===== src/sv/frr_pkg.sv =====
// Shared types, constants and the CRC-8 step function of the framed reply receiver.
package frr_pkg;

   // Fixed field widths of the channels.
   localparam int KIND_W    = 2;
   localparam int BYTE_W    = 8;
   localparam int TICKS_W   = 16;
   localparam int STATUS_W  = 3;
   localparam int LEN_W     = 6;
   localparam int CSR_IDX_W = 3;

   // Generator polynomial of the CRC-8, x^8 + x^2 + x + 1.
   localparam logic [BYTE_W-1:0] CRC_POLY = 8'h07;
   localparam logic [BYTE_W-1:0] CRC_INIT = 8'h00;

   // Input item kinds.
   typedef enum logic [KIND_W-1:0] {
      KIND_BYTE  = 2'd0,
      KIND_TICK  = 2'd1,
      KIND_START = 2'd2
   } frr_kind_type;

   // Result status codes.
   typedef enum logic [STATUS_W-1:0] {
      ST_ACK     = 3'd0,
      ST_DATA    = 3'd1,
      ST_CRC_ERR = 3'd2,
      ST_NACK    = 3'd3,
      ST_TIMEOUT = 3'd4
   } frr_status_code_type;

   // Configuration register indexes.
   typedef enum logic [CSR_IDX_W-1:0] {
      CSR_SYNC_FIRST  = 3'd0,
      CSR_SYNC_SECOND = 3'd1,
      CSR_ACK_CODE    = 3'd2,
      CSR_PONG_CODE   = 3'd3,
      CSR_DATA_CODE   = 3'd4
   } frr_csr_index_type;

   // Configuration register reset values.
   localparam logic [BYTE_W-1:0] SYNC_FIRST_RST  = 8'hAA;
   localparam logic [BYTE_W-1:0] SYNC_SECOND_RST = 8'h55;
   localparam logic [BYTE_W-1:0] ACK_CODE_RST    = 8'h80;
   localparam logic [BYTE_W-1:0] PONG_CODE_RST   = 8'h81;
   localparam logic [BYTE_W-1:0] DATA_CODE_RST   = 8'h82;

   // Controller states.
   typedef enum logic [2:0] {
      S_IDLE,
      S_HUNT,
      S_SYNC2,
      S_CODE,
      S_LEN,
      S_BODY,
      S_READ,
      S_READ_WAIT
   } frr_state_type;

   // Source of a result loaded into the output register.
   typedef enum logic [1:0] {
      OUT_TIMEOUT,
      OUT_FRAME,
      OUT_PAYLOAD
   } frr_out_sel_type;

   // Configuration register contents.
   typedef struct packed {
      logic [BYTE_W-1:0] sync_first;
      logic [BYTE_W-1:0] sync_second;
      logic [BYTE_W-1:0] ack_code;
      logic [BYTE_W-1:0] pong_code;
      logic [BYTE_W-1:0] data_code;
   } frr_cfg_type;

   // Commands from the controller to the datapath.
   typedef struct packed {
      logic            start;
      logic            tick_inc;
      logic            load_code;
      logic            load_len;
      logic            store_byte;
      logic            read_init;
      logic            read_issue;
      logic            out_load;
      frr_out_sel_type out_sel;
   } frr_cmd_type;

   // Status from the datapath to the controller.
   typedef struct packed {
      logic limit_zero;
      logic tick_expire;
      logic is_sync1;
      logic is_sync2;
      logic len_too_big;
      logic body_more;
      logic frame_single;
      logic read_last;
      logic out_free;
   } frr_status_type;

   // One byte step of the CRC-8, most significant bit first.
   function automatic logic [BYTE_W-1:0] crc8_update(input logic [BYTE_W-1:0] crc,
                                                     input logic [BYTE_W-1:0] data);
      logic [BYTE_W-1:0] c;
      c = crc ^ data;
      for (int k = 0; k < BYTE_W; k++) begin
         if (c[BYTE_W-1]) begin
            c = {c[BYTE_W-2:0], 1'b0} ^ CRC_POLY;
         end else begin
            c = {c[BYTE_W-2:0], 1'b0};
         end
      end
      return c;
   endfunction

endpackage


===== src/sv/frr_if.sv =====
// Channel interfaces of the framed reply receiver: request, response and register write.

// Request channel: received bytes, ticks and start items.
interface frr_req_if;
   logic                         valid;
   logic                         ready;
   logic [frr_pkg::KIND_W-1:0]   kind;
   logic [frr_pkg::BYTE_W-1:0]   rx_byte;
   logic [frr_pkg::TICKS_W-1:0]  timeout_ticks;

   modport source (output valid, kind, rx_byte, timeout_ticks, input ready);
   modport sink   (input valid, kind, rx_byte, timeout_ticks, output ready);
endinterface

// Response channel: one result per transfer.
interface frr_rsp_if;
   logic                          valid;
   logic                          ready;
   logic [frr_pkg::STATUS_W-1:0]  status;
   logic [frr_pkg::BYTE_W-1:0]    reply_code;
   logic [frr_pkg::LEN_W-1:0]     reply_length;
   logic [frr_pkg::BYTE_W-1:0]    payload_byte;
   logic                          last;

   modport source (output valid, status, reply_code, reply_length, payload_byte, last,
                   input ready);
   modport sink   (input valid, status, reply_code, reply_length, payload_byte, last,
                   output ready);
endinterface

// Register write channel.
interface frr_csr_if;
   logic                           valid;
   logic                           ready;
   logic [frr_pkg::CSR_IDX_W-1:0]  index;
   logic [frr_pkg::BYTE_W-1:0]     data;

   modport source (output valid, index, data, input ready);
   modport sink   (input valid, index, data, output ready);
endinterface


===== src/sv/frr_csr.sv =====
// Configuration registers of the framed reply receiver.
module frr_csr (
   input  logic                          clock,
   input  logic                          reset,
   input  logic                          csr_valid,
   output logic                          csr_ready,
   input  logic [frr_pkg::CSR_IDX_W-1:0] csr_index,
   input  logic [frr_pkg::BYTE_W-1:0]    csr_data,
   output frr_pkg::frr_cfg_type          cfg
);

   frr_pkg::frr_cfg_type cfg_ff;
   frr_pkg::frr_cfg_type cfg_in;

   // Writes are always taken.
   assign csr_ready = 1'b1;
   assign cfg       = cfg_ff;

   // Decode the register index; indexes past the list are dropped.
   always_comb begin
      cfg_in = cfg_ff;
      if (csr_valid) begin
         unique case (frr_pkg::frr_csr_index_type'(csr_index))
            frr_pkg::CSR_SYNC_FIRST:  cfg_in.sync_first  = csr_data;
            frr_pkg::CSR_SYNC_SECOND: cfg_in.sync_second = csr_data;
            frr_pkg::CSR_ACK_CODE:    cfg_in.ack_code    = csr_data;
            frr_pkg::CSR_PONG_CODE:   cfg_in.pong_code   = csr_data;
            frr_pkg::CSR_DATA_CODE:   cfg_in.data_code   = csr_data;
            default:                  cfg_in = cfg_ff;
         endcase
      end
   end

   always_ff @(posedge clock) begin
      if (reset) begin
         cfg_ff.sync_first  <= frr_pkg::SYNC_FIRST_RST;
         cfg_ff.sync_second <= frr_pkg::SYNC_SECOND_RST;
         cfg_ff.ack_code    <= frr_pkg::ACK_CODE_RST;
         cfg_ff.pong_code   <= frr_pkg::PONG_CODE_RST;
         cfg_ff.data_code   <= frr_pkg::DATA_CODE_RST;
      end else begin
         cfg_ff <= cfg_in;
      end
   end

endmodule


===== src/sv/frr_ctrl.sv =====
// Controller state machine of the framed reply receiver.
module frr_ctrl (
   input  logic                        clock,
   input  logic                        reset,
   input  logic                        req_valid,
   input  logic [frr_pkg::KIND_W-1:0]  req_kind,
   output logic                        req_ready,
   input  frr_pkg::frr_status_type     status,
   output frr_pkg::frr_cmd_type        cmd
);

   frr_pkg::frr_state_type state_ff;
   frr_pkg::frr_state_type state_in;
   logic                   accept;

   always_ff @(posedge clock) begin
      if (reset) begin
         state_ff <= frr_pkg::S_IDLE;
      end else begin
         state_ff <= state_in;
      end
   end

   // Next state and commands.
   always_comb begin
      state_in  = state_ff;
      cmd       = '0;
      cmd.out_sel = frr_pkg::OUT_TIMEOUT;
      // Input is held off during read-out and while a result cannot be replaced.
      req_ready = status.out_free && (state_ff != frr_pkg::S_READ) &&
                  (state_ff != frr_pkg::S_READ_WAIT);
      accept    = req_valid && req_ready;

      unique case (state_ff)
         frr_pkg::S_READ: begin
            if (status.out_free) begin
               cmd.read_issue = 1'b1;
               state_in       = frr_pkg::S_READ_WAIT;
            end
         end
         frr_pkg::S_READ_WAIT: begin
            cmd.out_load = 1'b1;
            cmd.out_sel  = frr_pkg::OUT_PAYLOAD;
            state_in     = status.read_last ? frr_pkg::S_IDLE : frr_pkg::S_READ;
         end
         default: begin
            if (accept) begin
               case (frr_pkg::frr_kind_type'(req_kind))
                  frr_pkg::KIND_START: begin
                     cmd.start = 1'b1;
                     if (status.limit_zero) begin
                        cmd.out_load = 1'b1;
                        cmd.out_sel  = frr_pkg::OUT_TIMEOUT;
                        state_in     = frr_pkg::S_IDLE;
                     end else begin
                        state_in = frr_pkg::S_HUNT;
                     end
                  end
                  frr_pkg::KIND_TICK: begin
                     if (state_ff != frr_pkg::S_IDLE) begin
                        cmd.tick_inc = 1'b1;
                        if (status.tick_expire) begin
                           cmd.out_load = 1'b1;
                           cmd.out_sel  = frr_pkg::OUT_TIMEOUT;
                           state_in     = frr_pkg::S_IDLE;
                        end
                     end
                  end
                  frr_pkg::KIND_BYTE: begin
                     unique case (state_ff)
                        frr_pkg::S_HUNT: begin
                           if (status.is_sync1) begin
                              state_in = frr_pkg::S_SYNC2;
                           end
                        end
                        frr_pkg::S_SYNC2: begin
                           state_in = status.is_sync2 ? frr_pkg::S_CODE : frr_pkg::S_HUNT;
                        end
                        frr_pkg::S_CODE: begin
                           cmd.load_code = 1'b1;
                           state_in      = frr_pkg::S_LEN;
                        end
                        frr_pkg::S_LEN: begin
                           if (status.len_too_big) begin
                              state_in = frr_pkg::S_HUNT;
                           end else begin
                              cmd.load_len = 1'b1;
                              state_in     = frr_pkg::S_BODY;
                           end
                        end
                        frr_pkg::S_BODY: begin
                           if (status.body_more) begin
                              cmd.store_byte = 1'b1;
                           end else if (status.frame_single) begin
                              // CRC byte: error, unknown code or empty payload.
                              cmd.out_load = 1'b1;
                              cmd.out_sel  = frr_pkg::OUT_FRAME;
                              state_in     = frr_pkg::S_IDLE;
                           end else begin
                              cmd.read_init = 1'b1;
                              state_in      = frr_pkg::S_READ;
                           end
                        end
                        default: state_in = state_ff;
                     endcase
                  end
                  default: state_in = state_ff;
               endcase
            end
         end
      endcase
   end

endmodule


===== src/sv/frr_datapath.sv =====
// Datapath of the framed reply receiver: tick counter, CRC, payload store and result register.
module frr_datapath #(
   parameter int MAX_PAYLOAD = 32
) (
   input  logic                          clock,
   input  logic                          reset,
   input  frr_pkg::frr_cfg_type          cfg,
   input  frr_pkg::frr_cmd_type          cmd,
   output frr_pkg::frr_status_type       status,
   input  logic [frr_pkg::BYTE_W-1:0]    req_rx_byte,
   input  logic [frr_pkg::TICKS_W-1:0]   req_timeout_ticks,
   input  logic                          rsp_ready,
   output logic                          rsp_valid,
   output logic [frr_pkg::STATUS_W-1:0]  rsp_status,
   output logic [frr_pkg::BYTE_W-1:0]    rsp_reply_code,
   output logic [frr_pkg::LEN_W-1:0]     rsp_reply_length,
   output logic [frr_pkg::BYTE_W-1:0]    rsp_payload_byte,
   output logic                          rsp_last
);

   localparam int CNT_W  = $clog2(MAX_PAYLOAD + 1);
   localparam int ADDR_W = (MAX_PAYLOAD > 1) ? $clog2(MAX_PAYLOAD) : 1;

   logic [frr_pkg::TICKS_W-1:0] elapsed_ff, elapsed_in, elapsed_inc;
   logic [frr_pkg::TICKS_W-1:0] limit_ff, limit_in;
   logic [frr_pkg::BYTE_W-1:0]  crc_ff, crc_in, crc_base;
   logic [frr_pkg::BYTE_W-1:0]  code_ff, code_in;
   logic [frr_pkg::LEN_W-1:0]   len_ff, len_in;
   logic [CNT_W-1:0]            idx_ff, idx_in;
   logic [frr_pkg::LEN_W-1:0]   idx_len;
   logic [frr_pkg::BYTE_W-1:0]  rd_data_ff;
   logic [frr_pkg::BYTE_W-1:0]  store_mem [MAX_PAYLOAD];

   logic                        rsp_valid_ff, rsp_valid_in;
   logic [frr_pkg::STATUS_W-1:0] rsp_status_ff, rsp_status_in;
   logic [frr_pkg::BYTE_W-1:0]  rsp_code_ff, rsp_code_in;
   logic [frr_pkg::LEN_W-1:0]   rsp_len_ff, rsp_len_in;
   logic [frr_pkg::BYTE_W-1:0]  rsp_byte_ff, rsp_byte_in;
   logic                        rsp_last_ff, rsp_last_in;

   logic                        crc_ok;
   frr_pkg::frr_status_code_type code_class;

   assign elapsed_inc = elapsed_ff + 16'd1;
   assign idx_len     = frr_pkg::LEN_W'(idx_ff);
   assign crc_base    = cmd.load_code ? frr_pkg::CRC_INIT : crc_ff;
   assign crc_ok      = (req_rx_byte == crc_ff);

   // Classify the held command byte.
   always_comb begin
      if (code_ff == cfg.ack_code || code_ff == cfg.pong_code) begin
         code_class = frr_pkg::ST_ACK;
      end else if (code_ff == cfg.data_code) begin
         code_class = frr_pkg::ST_DATA;
      end else begin
         code_class = frr_pkg::ST_NACK;
      end
   end

   // Status to the controller.
   always_comb begin
      status.limit_zero   = (req_timeout_ticks == '0);
      status.tick_expire  = (elapsed_inc >= limit_ff);
      status.is_sync1     = (req_rx_byte == cfg.sync_first);
      status.is_sync2     = (req_rx_byte == cfg.sync_second);
      status.len_too_big  = (req_rx_byte > frr_pkg::BYTE_W'(MAX_PAYLOAD));
      status.body_more    = (idx_len < len_ff);
      status.frame_single = !crc_ok || (code_class == frr_pkg::ST_NACK) || (len_ff == '0);
      status.read_last    = ((idx_len + 6'd1) == len_ff);
      status.out_free     = !rsp_valid_ff || rsp_ready;
   end

   // Frame and timer registers.
   always_comb begin
      elapsed_in = elapsed_ff;
      limit_in   = limit_ff;
      crc_in     = crc_ff;
      code_in    = code_ff;
      len_in     = len_ff;
      idx_in     = idx_ff;
      if (cmd.start) begin
         elapsed_in = '0;
         limit_in   = req_timeout_ticks;
         crc_in     = frr_pkg::CRC_INIT;
      end
      if (cmd.tick_inc) begin
         elapsed_in = elapsed_inc;
      end
      if (cmd.load_code) begin
         code_in = req_rx_byte;
         idx_in  = '0;
      end
      if (cmd.load_len) begin
         len_in = req_rx_byte[frr_pkg::LEN_W-1:0];
      end
      if (cmd.load_code || cmd.load_len || cmd.store_byte) begin
         crc_in = frr_pkg::crc8_update(crc_base, req_rx_byte);
      end
      if (cmd.store_byte) begin
         idx_in = idx_ff + 1'b1;
      end
      if (cmd.read_init) begin
         idx_in = '0;
      end
      if (cmd.out_load && cmd.out_sel == frr_pkg::OUT_PAYLOAD) begin
         idx_in = idx_ff + 1'b1;
      end
   end

   always_ff @(posedge clock) begin
      if (reset) begin
         elapsed_ff <= '0;
         limit_ff   <= '0;
         crc_ff     <= '0;
         code_ff    <= '0;
         len_ff     <= '0;
         idx_ff     <= '0;
      end else begin
         elapsed_ff <= elapsed_in;
         limit_ff   <= limit_in;
         crc_ff     <= crc_in;
         code_ff    <= code_in;
         len_ff     <= len_in;
         idx_ff     <= idx_in;
      end
   end

   // Payload store: one write or one registered read per cycle.
   always_ff @(posedge clock) begin
      if (cmd.store_byte) begin
         store_mem[idx_ff[ADDR_W-1:0]] <= req_rx_byte;
      end
      if (cmd.read_issue) begin
         rd_data_ff <= store_mem[idx_ff[ADDR_W-1:0]];
      end
   end

   // Result register.
   always_comb begin
      rsp_valid_in  = rsp_valid_ff && !rsp_ready;
      rsp_status_in = rsp_status_ff;
      rsp_code_in   = rsp_code_ff;
      rsp_len_in    = rsp_len_ff;
      rsp_byte_in   = rsp_byte_ff;
      rsp_last_in   = rsp_last_ff;
      if (cmd.out_load) begin
         rsp_valid_in = 1'b1;
         case (cmd.out_sel)
            frr_pkg::OUT_FRAME: begin
               rsp_status_in = crc_ok ? code_class : frr_pkg::ST_CRC_ERR;
               rsp_code_in   = code_ff;
               rsp_len_in    = len_ff;
               rsp_byte_in   = '0;
               rsp_last_in   = 1'b1;
            end
            frr_pkg::OUT_PAYLOAD: begin
               rsp_status_in = code_class;
               rsp_code_in   = code_ff;
               rsp_len_in    = len_ff;
               rsp_byte_in   = rd_data_ff;
               rsp_last_in   = status.read_last;
            end
            default: begin
               rsp_status_in = frr_pkg::ST_TIMEOUT;
               rsp_code_in   = '0;
               rsp_len_in    = '0;
               rsp_byte_in   = '0;
               rsp_last_in   = 1'b1;
            end
         endcase
      end
   end

   always_ff @(posedge clock) begin
      if (reset) begin
         rsp_valid_ff <= 1'b0;
      end else begin
         rsp_valid_ff <= rsp_valid_in;
      end
      rsp_status_ff <= rsp_status_in;
      rsp_code_ff   <= rsp_code_in;
      rsp_len_ff    <= rsp_len_in;
      rsp_byte_ff   <= rsp_byte_in;
      rsp_last_ff   <= rsp_last_in;
   end

   assign rsp_valid        = rsp_valid_ff;
   assign rsp_status       = rsp_status_ff;
   assign rsp_reply_code   = rsp_code_ff;
   assign rsp_reply_length = rsp_len_ff;
   assign rsp_payload_byte = rsp_byte_ff;
   assign rsp_last         = rsp_last_ff;

endmodule


===== src/sv/framed_reply_receiver.sv =====
// Top level of the framed reply receiver: register block, controller and datapath.
//
//   Channel  Direction  Carries
//   req_ch   in         kind, rx_byte, timeout_ticks
//   rsp_ch   out        status, reply_code, reply_length, payload_byte, last
//   csr_ch   in         index, data (register write)
//
// A new byte, tick or start item may be taken every cycle while input is not held off.
// An accepted frame with payload is read out of the single-port payload store byte by
// byte, each by a read and then a load into the result register; no input is taken then.
// The result register holds a result until it is taken; an input item is taken only
// when that register is empty or emptying in the same cycle.
// Synchronous reset clears control state; the payload store needs no clearing pass.
module framed_reply_receiver #(
   parameter int MAX_PAYLOAD = 32
) (
   input logic      clock,
   input logic      reset,
   frr_req_if.sink  req_ch,
   frr_rsp_if.source rsp_ch,
   frr_csr_if.sink  csr_ch
);

   frr_pkg::frr_cfg_type    cfg;
   frr_pkg::frr_cmd_type    cmd;
   frr_pkg::frr_status_type status;

   // Configuration registers.
   frr_csr u_csr (
      .clock     (clock),
      .reset     (reset),
      .csr_valid (csr_ch.valid),
      .csr_ready (csr_ch.ready),
      .csr_index (csr_ch.index),
      .csr_data  (csr_ch.data),
      .cfg       (cfg)
   );

   // Frame sequencing.
   frr_ctrl u_ctrl (
      .clock     (clock),
      .reset     (reset),
      .req_valid (req_ch.valid),
      .req_kind  (req_ch.kind),
      .req_ready (req_ch.ready),
      .status    (status),
      .cmd       (cmd)
   );

   // Counters, CRC, payload store and result register.
   frr_datapath #(
      .MAX_PAYLOAD (MAX_PAYLOAD)
   ) u_datapath (
      .clock             (clock),
      .reset             (reset),
      .cfg               (cfg),
      .cmd               (cmd),
      .status            (status),
      .req_rx_byte       (req_ch.rx_byte),
      .req_timeout_ticks (req_ch.timeout_ticks),
      .rsp_ready         (rsp_ch.ready),
      .rsp_valid         (rsp_ch.valid),
      .rsp_status        (rsp_ch.status),
      .rsp_reply_code    (rsp_ch.reply_code),
      .rsp_reply_length  (rsp_ch.reply_length),
      .rsp_payload_byte  (rsp_ch.payload_byte),
      .rsp_last          (rsp_ch.last)
   );

endmodule

===== src/flat_wrapper.sv =====
// flat-port wrapper written by rule: the top's interface ports become plain ports
module framed_reply_receiver_flat 
#(
   parameter int MAX_PAYLOAD = 32
)
  (clock, reset, req_ch_valid, req_ch_kind, req_ch_rx_byte, req_ch_timeout_ticks, req_ch_ready, rsp_ch_valid, rsp_ch_status, rsp_ch_reply_code, rsp_ch_reply_length, rsp_ch_payload_byte, rsp_ch_last, rsp_ch_ready, csr_ch_valid, csr_ch_index, csr_ch_data, csr_ch_ready);
  frr_req_if req_ch_i ();
  frr_rsp_if rsp_ch_i ();
  frr_csr_if csr_ch_i ();
  input logic clock;
  input logic reset;
  input wire logic [$bits(req_ch_i.valid)-1:0] req_ch_valid;
  input wire logic [$bits(req_ch_i.kind)-1:0] req_ch_kind;
  input wire logic [$bits(req_ch_i.rx_byte)-1:0] req_ch_rx_byte;
  input wire logic [$bits(req_ch_i.timeout_ticks)-1:0] req_ch_timeout_ticks;
  output wire logic [$bits(req_ch_i.ready)-1:0] req_ch_ready;
  output wire logic [$bits(rsp_ch_i.valid)-1:0] rsp_ch_valid;
  output wire logic [$bits(rsp_ch_i.status)-1:0] rsp_ch_status;
  output wire logic [$bits(rsp_ch_i.reply_code)-1:0] rsp_ch_reply_code;
  output wire logic [$bits(rsp_ch_i.reply_length)-1:0] rsp_ch_reply_length;
  output wire logic [$bits(rsp_ch_i.payload_byte)-1:0] rsp_ch_payload_byte;
  output wire logic [$bits(rsp_ch_i.last)-1:0] rsp_ch_last;
  input wire logic [$bits(rsp_ch_i.ready)-1:0] rsp_ch_ready;
  input wire logic [$bits(csr_ch_i.valid)-1:0] csr_ch_valid;
  input wire logic [$bits(csr_ch_i.index)-1:0] csr_ch_index;
  input wire logic [$bits(csr_ch_i.data)-1:0] csr_ch_data;
  output wire logic [$bits(csr_ch_i.ready)-1:0] csr_ch_ready;
  assign req_ch_i.valid = req_ch_valid;
  assign req_ch_i.kind = req_ch_kind;
  assign req_ch_i.rx_byte = req_ch_rx_byte;
  assign req_ch_i.timeout_ticks = req_ch_timeout_ticks;
  assign req_ch_ready = req_ch_i.ready;
  assign rsp_ch_valid = rsp_ch_i.valid;
  assign rsp_ch_status = rsp_ch_i.status;
  assign rsp_ch_reply_code = rsp_ch_i.reply_code;
  assign rsp_ch_reply_length = rsp_ch_i.reply_length;
  assign rsp_ch_payload_byte = rsp_ch_i.payload_byte;
  assign rsp_ch_last = rsp_ch_i.last;
  assign rsp_ch_i.ready = rsp_ch_ready;
  assign csr_ch_i.valid = csr_ch_valid;
  assign csr_ch_i.index = csr_ch_index;
  assign csr_ch_i.data = csr_ch_data;
  assign csr_ch_ready = csr_ch_i.ready;
  framed_reply_receiver #(.MAX_PAYLOAD(MAX_PAYLOAD)) u_core (.clock(clock), .reset(reset), .req_ch(req_ch_i), .rsp_ch(rsp_ch_i), .csr_ch(csr_ch_i));
endmodule

===== config.mk =====
export PLATFORM = sky130hd
export DESIGN_NAME = framed_reply_receiver_flat
export DESIGN_NICKNAME = d
export VERILOG_FILES = /design/src/sv/frr_pkg.sv /design/src/sv/frr_if.sv /design/src/sv/frr_csr.sv /design/src/sv/frr_ctrl.sv /design/src/sv/frr_datapath.sv /design/src/sv/framed_reply_receiver.sv /design/src/flat_wrapper.sv
export SDC_FILE = /design/constraint.sdc
export NUM_CORES = 1
export LEC_CHECK = 0
export BUFFER_PORTS_ARGS = -buffer_cell sky130_fd_sc_hd__buf_4
export CAP_MARGIN = 20
export CORE_UTILIZATION = 40
export DETAILED_ROUTE_END_ITERATION = 7
export HOLD_SLACK_MARGIN = 0.05
export PLACE_DENSITY = 0.54
export SLEW_MARGIN = 0
export SYNTH_ARGS = -nofsm -noshare
export SYNTH_HDL_FRONTEND = slang
export SYNTH_SLANG_ARGS = --single-unit

===== constraint.sdc =====
create_clock -name clock -period 4.7 [get_ports clock]
set_input_delay 0.94 -clock clock [delete_from_list [all_inputs] [get_ports clock]]
set_output_delay 0.94 -clock clock [all_outputs]
set_load 0.01 [all_outputs]

==> results of run 1 <==
==> per-layer routing <==
layer  vias up  track usage  wire length [µm]
li1       4815            -                 -
met1      5100        0.252             18100
met2       211        0.322             20200
met3        62       0.0349              1840
met4         0       0.0628               905
met5         -            0                 0
==> metrics by stage <==
stage / hold slack, ns / instance area (µm²)
finish: 0.454 / 19600
global placement: 0.449 / 18100
floorplan: 0.436 / 17000
CTS: 0.455 / 19600
global route: 0.480 / 19600
detailed placement: 0.447 / 18100
==> critical path, delay by kind of cell, from the launching register on <==
kind                       cells  cell delay, ns
AOI/OAI and AO/OA              5            0.83
buffers and inverters          2            0.44
DFF                            1            0.41
and+or+nand+nor                6            1.45
adders and majority gates      1            0.30
xor gates and xnor gates       1            0.10
==> power breakdown <==
group / total [mW] / leakage (nW) / switching, mW / internal (mW)
clock: 3.38 / 0.682 / 1.37 / 2.00
combinational: 0.249 / 2.36 / 0.164 / 0.0856
sequential: 3.75 / 3.48 / 0.0139 / 3.74
total: 7.38 / 6.52 / 1.55 / 5.83
==> logic make-up (layout without fill, tap and decap cells) <==
family / after synthesis / after routing / synth area share
buffers and inverters: 96 / 210 / 0.0235
multiplexers: 75 / 75 / 0.0914
AO/OA/AOI/OAI: 178 / 178 / 0.0677
AND/OR/NAND/NOR: 381 / 381 / 0.108
adder cells (fa/ha/maj): 31 / 31 / 0.0227
XOR/XNOR: 100 / 100 / 0.0515
flip-flops: 394 / 394 / 0.635
other: 1 / 1 / 0.000221
==> layout by cell type, fill, tap and decap left out, drive strengths merged, types with 30 or more instances in the layout <==
cell	synthesis	layout
a22oi	41	41
a21oi	68	68
xnor2	65	65
nand2	137	137
xor2	35	35
clkbuf	33	62
dfxtp	104	104
nor2	108	108
mux4	64	64
inv	32	32
edfxtp	290	290
buf	31	98
ha	30	30
==> area by class of cell <==
type | instances | area, µm² | area share
inverters | 32 | 120 | 0.00614
well taps | 539 | 674 | 0.0345
repair buffers | 98 | 736 | 0.0376
flip-flops and latches | 394 | 10800 | 0.552
clock buffers | 62 | 1200 | 0.0614
clock inverters | 18 | 220 | 0.0113
multi-input cells | 766 | 5810 | 0.297
==> path summary, 6_finish.rpt <==
kind / end / startpoint / depth (start not counted)
max: u_core.u_datapath.rsp_reply_length[1] / u_core.u_datapath.elapsed_ff[2] / 15
min: u_core.u_datapath.limit_ff[13] / u_core.u_datapath.limit_ff[13] / 2
max reg2reg: u_core.u_datapath.rsp_reply_length[1] / u_core.u_datapath.elapsed_ff[2] / 15
min reg2reg: u_core.u_datapath.limit_ff[13] / u_core.u_datapath.limit_ff[13] / 2
==> sequential cells by signal, indices dropped and copies added, names as in the netlist <==
register                            cells
u_core.u_datapath.idx_ff                6
u_core.u_datapath.elapsed_ff           16
u_core.u_datapath.rsp_last              1
u_core.u_datapath.rd_data_ff            8
u_core.u_datapath.rsp_status            3
u_core.u_datapath.store_mem           256
u_core.u_datapath.rsp_valid             1
u_core.u_datapath.code_ff               8
u_core.u_datapath.len_ff                6
u_core.u_datapath.rsp_reply_length      6
u_core.u_datapath.rsp_reply_code        8
u_core.u_datapath.crc_ff                8
u_core.u_datapath.rsp_payload_byte      8
u_core.u_datapath.limit_ff             16
u_core.u_ctrl.state_ff                  3
u_core.u_csr.cfg                       40
==> metrics, run 1 <==
Setup WS post-layout=0.805 ns; Slew Limit Headroom=0.286; Critical-path top delay cell=dfxtp_1; Setup CP Type=reg2reg; chip width=208 µm; Synth Cell Area=0.0170 mm²; Post-DP HPWL=26.7 mm; synth cell count leaders=edfxtp_1 (290), nand2_1 (136), nor2_1 (107); drt drc=0; Worst VDD drop=317 µV; pin count of the biggest net entering global routing=71; total power=7.38 mW; CTS tree=done; Core Area=0.0419 mm²; crit path cell chain=and3_1 > and4_1 > and3_1 > and3_1 > xor2_1 > ha_1 > and4_1 > o2111ai_1 > a31o_1 > a311oi_2 > o21ai_0 > o41ai_1 > nor3_1 > inv_1 > buf_4; gpl congestion=0.842; final setup vio count=0; fin crit share=0.829; pwr/cell area=378 mW/mm²; CP startpoint kind=register; Yosys top cell area share=0.512; die height=208 µm; crit path max fanout=26; Hold Path Class=reg2reg; Rows=75; most common cell in the netlist=edfxtp_1; Clock Sinks=394; top_reg_cell synth=edfxtp_1; grt total ovfl=0; antenna cells=0; Seq/Total Area, Yosys=0.635; total number of vias=10200; synthesis-stage register bit count=394; Setup crit end kind=register; initial antenna violation count=1; Clock Skew=0.0289 ns; first-pass GRT wire length=62.5 mm; DR iter-0 viols=860; root buffer cell=clkbuf_16; RSZ-0062 raised after global routing=false; Final #Nets=1408; number of flops mapped to enable cells by yosys=290; post-synth top area cell=edfxtp_1; worst-margin pin slew=1.06 ns; DP Cell Count=1829; minimum clock period=3.89 ns; Max-Cap Viols=0; Crit path largest cell delay=0.41 ns; Pleak=6.52 nW; share of layout cells above drive strength 1=0.175; mean area per synthesized cell=13.5 µm²; # H-tree levels=2; die area=0.0433 mm²; vias in the first global route=10300; CTS buffer count=44; async set or reset register ratio after synthesis=0; Hold Vio Cnt, Final=0; Initial Util=0.405; final WL=41.1 mm; count of mapped cells out of synthesis=1256; worst path required time=4.92 ns; Ports=71; final slew viol count=0; drt first pass iters=5; post-CTS setup buffer count=0; Core Util, Final=0.466; Post-DRT Antenna Nets=0; setup_tns=0 ns; r2r setup slk=0.81 ns; leading cell types by total area after synthesis=edfxtp_1 (51%), dfxtp_1 (12%), mux4_2 (8.5%); Max clock buf depth=3; Area growth, synth to finish=15.0%; Place WS=0.846 ns; FMAX=257 MHz; Finished Layout Cells=1909; crit-path most repeated cell=and3_1; Cell variety after synth=74; hold buffers post-CTS=0; Vias/cell=5.34; fillers=3735; Clock Latency Late Sink=0.59 ns; CP Data Arrival Time=4.11 ns; WL per Instance=21.5 µm; post-CTS sizing=0; Port Buf Inserts=69; Reg clk slew, reported paths=0.06 ns; Yosys Warn Count=0; run status=completed; gr usage total=0.192; Syn Nets=1328
Power figures use the tool's default switching activity.
==> run 2, diff against run 1 <==
--- a/config.mk
+++ b/config.mk
@@ -5,12 +5,13 @@
 export SDC_FILE = /design/constraint.sdc
 export NUM_CORES = 1
 export LEC_CHECK = 0
+export ABC_AREA = 1
 export BUFFER_PORTS_ARGS = -buffer_cell sky130_fd_sc_hd__buf_4
 export CAP_MARGIN = 20
 export CORE_UTILIZATION = 40
 export DETAILED_ROUTE_END_ITERATION = 7
 export HOLD_SLACK_MARGIN = 0.05
-export PLACE_DENSITY = 0.54
+export PLACE_DENSITY = 0.56
 export SLEW_MARGIN = 0
 export SYNTH_ARGS = -nofsm -noshare
 export SYNTH_HDL_FRONTEND = slang
==> constraint.sdc (replaced) <==
create_clock -name clock -period 3.3 [get_ports clock]
set_input_delay 0.66 -clock clock [delete_from_list [all_inputs] [get_ports clock]]
set_output_delay 0.66 -clock clock [all_outputs]
set_load 0.01 [all_outputs]
==> run 2 against run 1 <==
Net effect:
- sequential power up 43%
- worst setup slack worse by 0.64 ns
- final cell count up 27%
- synthesized area up 1.7%
- non-clock buffer count up 60
- critical endpoint is now u_core.u_datapath.rsp_status[0]
- largest cell class unchanged
==> metrics, run 2 <==
run status=completed (unchanged); CP startpoint kind=register (unchanged); WL per Instance=18.9 µm (was 21.5 µm); post-CTS setup buffer count=0 (unchanged); fillers=3858 (was 3735); Slew Limit Headroom=0.377 (was 0.286); Max clock buf depth=3 (unchanged); initial antenna violation count=0 (was 1); Reg clk slew, reported paths=0.06 ns (about the same); share of layout cells above drive strength 1=0.136 (was 0.175); Critical-path top delay cell=dfxtp_4 (was dfxtp_1); FMAX=319 MHz (was 257 MHz); pwr/cell area=513 mW/mm² (was 378 mW/mm²); crit path max fanout=8 (was 26); leading cell types by total area after synthesis=edfxtp_1 (50%), dfxtp_1 (12%), nor2_1 (6.5%) (was edfxtp_1 (51%), dfxtp_1 (12%), mux4_2 (8.5%)); final slew viol count=0 (unchanged); most frequent cells in the layout=nor2_1 (295), edfxtp_1 (290), nand2_1 (256) (was edfxtp_1 (290), nand2_1 (136), nor2_1 (107)); minimum clock period=3.14 ns (was 3.89 ns); Setup CP Type=reg2reg (unchanged); Finished Layout Cells=2431 (was 1909); Largest delay share family, worst path=simple AND/OR/NAND/NOR gates (unchanged); Post-DP HPWL=29.7 mm (was 26.7 mm); grt total ovfl=0 (unchanged); gr usage total=0.209 (was 0.192); leading cell type in the layout, fill and taps excluded=nor2_1 (was edfxtp_1); total number of vias=12700 (was 10200); pin count of the biggest net entering global routing=132 (was 71); synth cell count leaders=nor2_1 (297), edfxtp_1 (290), nand2_1 (260) (was edfxtp_1 (290), nand2_1 (136), nor2_1 (107)); CP Data Arrival Time=3.41 ns (was 4.11 ns); synthesis-stage register bit count=394 (unchanged); CP startpoint=u_core.u_datapath.elapsed_ff[0] (was u_core.u_datapath.elapsed_ff[2]); area of placed instances=0.0188 mm² (was 0.0181 mm²); final WL=45.9 mm (was 41.1 mm); switching power=2.30 mW (was 1.55 mW); drt drc=0 (unchanged); CTS tree=done (unchanged); CTS buffer count=42 (was 44); Syn Nets=1807 (was 1328); fin crit share=0.951 (was 0.829); Final #Nets=1930 (was 1408); final setup vio count=0 (unchanged); Pleak=7.65 nW (was 6.52 nW); fin area=0.0203 mm² (was 0.0196 mm²); mean area per synthesized cell=9.96 µm² (was 13.5 µm²); worst-margin pin slew=0.934 ns (was 1.06 ns); # H-tree levels=2 (unchanged); async set or reset register ratio after synthesis=0 (unchanged); Yosys top cell area share=0.504 (was 0.512); Yosys Warn Count=0 (unchanged); HP Start=csr_ch_data[7] (was u_core.u_datapath.limit_ff[13]); Hold Path Class=in2reg (was reg2reg); launch point of the worst reg-to-reg path=u_core.u_datapath.elapsed_ff[0] (was u_core.u_datapath.elapsed_ff[2]); Vias/cell=5.22 (was 5.34); clock power share=0.436 (was 0.458); root buffer cell=clkbuf_16 (unchanged); worst path required time=3.57 ns (was 4.92 ns); crit-path most repeated cell=nand2_1 (was and3_1); r2r setup slk=0.16 ns (was 0.81 ns); Port Buf Inserts=69 (unchanged); hold buffers post-CTS=0 (unchanged); drt first pass iters=5 (unchanged); Worst Path Buf+Inv=4 (was 2); vias in the first global route=12100 (was 10300); Synth Cell Area=0.0173 mm² (was 0.0170 mm²); count of mapped cells out of synthesis=1735 (was 1256); number of flops mapped to enable cells by yosys=290 (unchanged); Clock Sinks=394 (unchanged); Core Area=0.0422 mm² (was 0.0419 mm²); logic gate share of total power=0.047 (was 0.034); Setup WS post-layout=0.161 ns (was 0.805 ns); Area growth, synth to finish=17.4% (was 15.0%); Clock Latency Late Sink=0.57 ns (was 0.59 ns); antenna cells=0 (unchanged); Ports=71 (unchanged); first-pass GRT wire length=69.8 mm (was 62.5 mm); Seq pwr share=0.516 (was 0.508); DR iter-0 viols=1129 (was 860); Initial Util=0.409 (was 0.405); die area=0.0440 mm² (was 0.0433 mm²); gpl congestion=0.871 (was 0.842); P_int=8.11 mW (was 5.83 mW); post-synth top area cell=edfxtp_1 (unchanged); Setup crit end kind=register (unchanged); Clock Skew=0.0175 ns (was 0.0289 ns); setup_tns=0 ns (unchanged); Worst VDD drop=279 µV (was 317 µV); Crit path largest cell delay=0.37 ns (was 0.41 ns); top_reg_cell synth=edfxtp_1 (unchanged); Largest register FFs=256 (unchanged); Cell variety after synth=43 (was 74); DP Cell Count=2351 (was 1829); Place WS=-0.00724 ns (was 0.846 ns); Post-DRT Antenna Nets=0 (unchanged); crit path cell chain=ha_4 > nand3_2 > inv_2 > nand3_2 > nor2_2 > nand2_1 > nor2_2 > buf_4 > nand2_1 > xor2_1 > inv_1 > ha_1 > nand2_2 > nor4_4 > nand2_1 > nand3_1 > nand2_1 > nand3_1 > nand2_2 > nand2_4 > clkbuf_16 (was and3_1 > and4_1 > and3_1 > and3_1 > xor2_1 > ha_1 > and4_1 > o2111ai_1 > a31o_1 > a311oi_2 > o21ai_0 > o41ai_1 > nor3_1 > inv_1 > buf_4); chip width=210 µm (was 208 µm); Max-Cap Viols=0 (unchanged); die height=210 µm (was 208 µm); Seq/Total Area, Yosys=0.625 (was 0.635); Rows=75 (unchanged); most common cell in the netlist=nor2_1 (was edfxtp_1); Sw Share=0.221 (was 0.210); Hold Vio Cnt, Final=0 (unchanged)
run 2: cell types whose count changed in the layout (fill, tap and decap cells not counted), sizes merged, moves of 16 or more:
cell	delta
inv	+108
nor2	+193
a221oi	+16
mux4	-64
xnor2	-34
o21ai	+171
buf	+59
nor2b	-17
nand2	+124
xor2	-17
a22oi	-40
nand3	+43
o22ai	+64
run 2: worst register-to-register path, stage by stage, from the launching register on:
cell       delay (ns)
dfxtp_4          0.37
ha_4             0.14
nand3_2          0.10
inv_2            0.07
nand3_2          0.07
nor2_2           0.13
nand2_1          0.09
nor2_2           0.12
buf_4            0.12
nand2_1          0.05
xor2_1           0.14
inv_1            0.07
ha_1             0.29
nand2_2          0.07
nor4_4           0.28
nand2_1          0.11
nand3_1          0.09
nand2_1          0.06
nand3_1          0.10
nand2_2          0.08
nand2_4          0.14
clkbuf_16        0.17
run 2: through the flow:
stage | total power, mW | util | hold WS (ns)
2_1_floorplan | 5.73 | - | 0.433
3_3_place_gp | 5.96 | 0.446 | 0.450
3_5_place_dp | 5.96 | 0.446 | 0.453
4_1_cts | 10.5 | 0.478 | 0.332
5_1_grt | 10.8 | 0.480 | 0.363
6_report | 10.4 | 0.480 | 0.359
run 2: power by group through the flow:
stage               Clock [mW]  Combinational [mW]  Sequential (mW)
detailed placement           0               0.480             5.48
CTS                       4.65               0.483             5.38
global placement             0               0.474             5.48
global route              4.84               0.547             5.38
finish                    4.54               0.492             5.38
floorplan                    0               0.260             5.47
run 2: timing repair:
action / 4_1_cts / 5_1_grt
gates resized for setup: 1 / 22
cloned: 0 / 1
pin swaps: 0 / 12
setup endpoints to repair: 15 / 29
run 2: logic make-up (layout without fill, tap and decap cells):
family          Yosys count  count (layout)  share of synthesized area
other cells               1               1                   0.000217
flops                   394             394                      0.625
compound gates          373             373                      0.121
buf+inv                 217             374                     0.0487
xor+xnor                 49              49                     0.0253
fa+ha+maj                30              30                     0.0217
simple gates            671             671                      0.159
run 2: final cells by class:
type / instances / area (µm²) / area share
sequential: 394 / 10800 / 0.533
multi-input combinational: 1124 / 5720 / 0.282
timing repair buffer: 158 / 1250 / 0.0616
clock buffer: 49 / 1090 / 0.0536
tap: 539 / 674 / 0.0333
inverter: 138 / 519 / 0.0256
clock inverter: 29 / 225 / 0.0111
run 2: worst paths after layout:
path	end	cells after the start
setup / recovery	u_core.u_datapath.rsp_status[0]	21
hold reg to reg	u_core.u_datapath.limit_ff[1]	2
setup reg to reg	u_core.u_datapath.rsp_status[0]	21
hold / removal	u_core.u_csr.cfg[39]	3
run 2: routing by layer:
layer | global-route usage | up-vias | share of wire
met2 | 0.336 | 334 | 0.46
met3 | 0.0290 | 53 | 0.053
met4 | 0.0642 | 0 | 0.020
met1 | 0.294 | 6073 | 0.47
met5 | 0 | - | 0
li1 | - | 6231 | -
==> run 3, diff against run 2 <==
--- a/config.mk
+++ b/config.mk
@@ -8,10 +8,10 @@
 export ABC_AREA = 1
 export BUFFER_PORTS_ARGS = -buffer_cell sky130_fd_sc_hd__buf_4
 export CAP_MARGIN = 20
-export CORE_UTILIZATION = 40
+export CORE_UTILIZATION = 56
 export DETAILED_ROUTE_END_ITERATION = 7
 export HOLD_SLACK_MARGIN = 0.05
-export PLACE_DENSITY = 0.56
+export PLACE_DENSITY = 0.74
 export SLEW_MARGIN = 0
 export SYNTH_ARGS = -nofsm -noshare
 export SYNTH_HDL_FRONTEND = slang
==> run 3 against run 2 <==
Net effect:
- combinational power fell by 2%
- routed wire length fell by 9.7%
- clock skew fell by 0.0018 ns
- non-clock buffer count fell by 9
- count of clock-buffer cells in the layout rose by 7
- register-to-register slack got worse by 0.03 ns
- maximum frequency fell by 1.1%
- first-iteration DRC count rose by 29%
- worst setup slack got worse by 0.034 ns
- clock power fell by 3%
- sequential share of layout area rose by 0.64 points
- core utilization rose by 19 points
- critical endpoint is now u_core.u_datapath.rsp_reply_length[2]
- highest routed layer unchanged
==> metrics, run 3 (synthesis results as in run 2) <==
run status=completed (unchanged); Post-DP HPWL=26.8 mm (was 29.7 mm); Setup WS post-layout=0.127 ns (was 0.161 ns); Core Area=0.0300 mm² (was 0.0422 mm²); leading cell type in the layout, fill and taps excluded=nor2_1 (unchanged); die height=178 µm (was 210 µm); chip width=178 µm (was 210 µm); Worst VDD drop=433 µV (was 279 µV); Area growth, synth to finish=16.0% (was 17.4%); Final #Nets=1919 (was 1930); antenna cells=0 (unchanged); met3 Use GR=0.0443 (was 0.0290); most used routing layer=met2 (unchanged); HP Start=csr_ch_data[7] (unchanged); Initial Util=0.575 (was 0.409); Largest register FFs=256 (unchanged); hold buffers post-CTS=0 (unchanged); fin crit share=0.962 (was 0.951); Ports=71 (unchanged); crit path max fanout=6 (was 8); Pleak=7.59 nW (was 7.65 nW); DR iter-0 viols=1455 (was 1129); WL per Instance=18.3 µm (was 18.9 µm); r2r setup slk=0.13 ns (was 0.16 ns); Max clock buf depth=3 (unchanged); worst hold path endpoint=u_core.u_csr.cfg[23] (was u_core.u_csr.cfg[39]); root buffer cell=clkbuf_16 (unchanged); gr usage total=0.264 (was 0.209); total number of vias=12900 (was 12700); final slew viol count=0 (unchanged); Rows=63 (was 75); CTS tree=done (unchanged); Setup CP Type=reg2reg (unchanged); worst path required time=3.59 ns (was 3.57 ns); Clock Sinks=394 (unchanged); Reg clk slew, reported paths=0.06 ns (about the same); share of layout cells above drive strength 1=0.134 (was 0.136); worst-case reg-to-reg path depth=18 (was 21); Setup crit end kind=register (unchanged); Crit path largest cell delay=0.36 ns (was 0.37 ns); CP startpoint kind=register (unchanged); hold path cells=3 (unchanged); Critical-path top delay cell=dfxtp_2 (was dfxtp_4); most frequent cells in the layout=nor2_1 (295), edfxtp_1 (290), nand2_1 (255) (was nor2_1 (295), edfxtp_1 (290), nand2_1 (256)); # H-tree levels=2 (unchanged); Place WS=-0.0331 ns (was -0.00724 ns); Post-DRT Antenna Nets=0 (unchanged); Slew Limit Headroom=0.320 (was 0.377); global routing usage on met1=0.369 (was 0.294); CTS buffer count=40 (was 42); initial antenna violation count=0 (unchanged); Clock Skew=0.0157 ns (was 0.0175 ns); GR Layer Usage met2=0.426 (was 0.336); Clock Latency Late Sink=0.54 ns (was 0.57 ns); Core Util, Final=0.667 (was 0.480); die area=0.0316 mm² (was 0.0440 mm²); Hold Path Class=in2reg (unchanged); Max-Cap Viols=0 (unchanged); pin count of the biggest net entering global routing=132 (unchanged); pwr/cell area=512 mW/mm² (was 513 mW/mm²); vias in the first global route=12000 (was 12100); crit path cell chain=buf_6 > nand3_2 > inv_1 > nand3_2 > nor3_2 > nand4_1 > nor2_1 > xor2_1 > ha_1 > nand2_2 > o21ai_1 > a21oi_1 > nand3_1 > nand2_1 > nand3_1 > nand2_2 > nand2_4 > clkbuf_16 (was ha_4 > nand3_2 > inv_2 > nand3_2 > nor2_2 > nand2_1 > nor2_2 > buf_4 > nand2_1 > xor2_1 > inv_1 > ha_1 > nand2_2 > nor4_4 > nand2_1 > nand3_1 > nand2_1 > nand3_1 > nand2_2 > nand2_4 > clkbuf_16); Hold Vio Cnt, Final=0 (unchanged); final WL=41.5 mm (was 45.9 mm); Reg-to-Reg End=u_core.u_datapath.rsp_reply_length[2] (was u_core.u_datapath.rsp_status[0]); Vias/cell=5.68 (was 5.22); worst-margin pin slew=1.02 ns (was 0.934 ns); CP Data Arrival Time=3.46 ns (was 3.41 ns); FMAX=315 MHz (was 319 MHz); first-pass GRT wire length=64.1 mm (was 69.8 mm); final setup vio count=0 (unchanged); launch point of the worst reg-to-reg path=u_core.u_datapath.elapsed_ff[0] (unchanged); grt total ovfl=0 (unchanged); drt drc=0 (unchanged); minimum clock period=3.17 ns (was 3.14 ns); gpl congestion=0.878 (was 0.871); Port Buf Inserts=69 (unchanged); drt first pass iters=5 (unchanged)
-- run 3: worst max-delay path by stage --
stage / startpoint / endpoint / slack (ns) / cells after the start
CTS: u_core.u_datapath.elapsed_ff[1] / u_core.u_datapath.rsp_reply_code[1] / 0.03 / 19
floorplan: u_core.u_datapath.elapsed_ff[0] / u_core.u_datapath.rsp_last / 0.03 / 18
finish: u_core.u_datapath.elapsed_ff[0] / u_core.u_datapath.rsp_reply_length[2] / 0.13 / 18
global placement: u_core.u_datapath.elapsed_ff[1] / u_core.u_datapath.rsp_reply_code[4] / 0.03 / 19
detailed placement: u_core.u_datapath.elapsed_ff[1] / u_core.u_datapath.rsp_reply_code[1] / -0.03 / 19
global route: u_core.u_datapath.elapsed_ff[0] / u_core.u_datapath.rsp_reply_length[1] / -0.07 / 18
-- run 3: where the power goes --
group	internal (mW)	total, mW	switching (mW)	leakage, nW
Sequential	5.34	5.38	0.0344	3.42
Combinational	0.170	0.480	0.310	3.53
Clock	2.56	4.41	1.84	0.630
Total	8.08	10.3	2.19	7.59
-- run 3: stage by stage --
step	setup TNS [ns]	area [µm²]	hold slack (ns)	cells	total power [mW]
6_report	0	20000	0.388	2269	10.3
5_1_grt	-1.56	20000	0.397	2269	10.6
4_1_cts	0	19900	0.379	2263	10.3
3_5_place_dp	-0.819	18600	0.456	2189	5.94
3_3_place_gp	0	18600	0.451	2189	5.93
2_1_floorplan	0	17300	0.433	1735	5.73
-- run 3: final cells by class --
cell class	count	area [µm²]
inverters	138	519
multi-input cells	1124	5740
repair buffers	149	1210
flip-flops and latches	394	10800
fillers	2255	10000
well taps	390	488
clock buffers	56	1130
clock inverters	18	151
-- run 3: critical path, delay by kind of cell, from the launching register on --
kind                       cells  cell delay [ns]
AOI/OAI and AO/OA              2             0.28
xor gates and xnor gates       1             0.21
adders and majority gates      1             0.30
buffers and inverters          3             0.39
DFF                            1             0.36
and+or+nand+nor               11             1.39
-- run 3: repair_timing --
item	CTS	global route
cloned	0	2
resized for setup	2	23
buffers inserted	0	4
setup endpoints to repair	26	32
pin swaps	0	14
-- run 3: metal layers --
metal	share of wire	up-vias
met5	0	-
met4	0.022	0
met3	0.075	69
met2	0.47	490
met1	0.43	6134
li1	-	6195
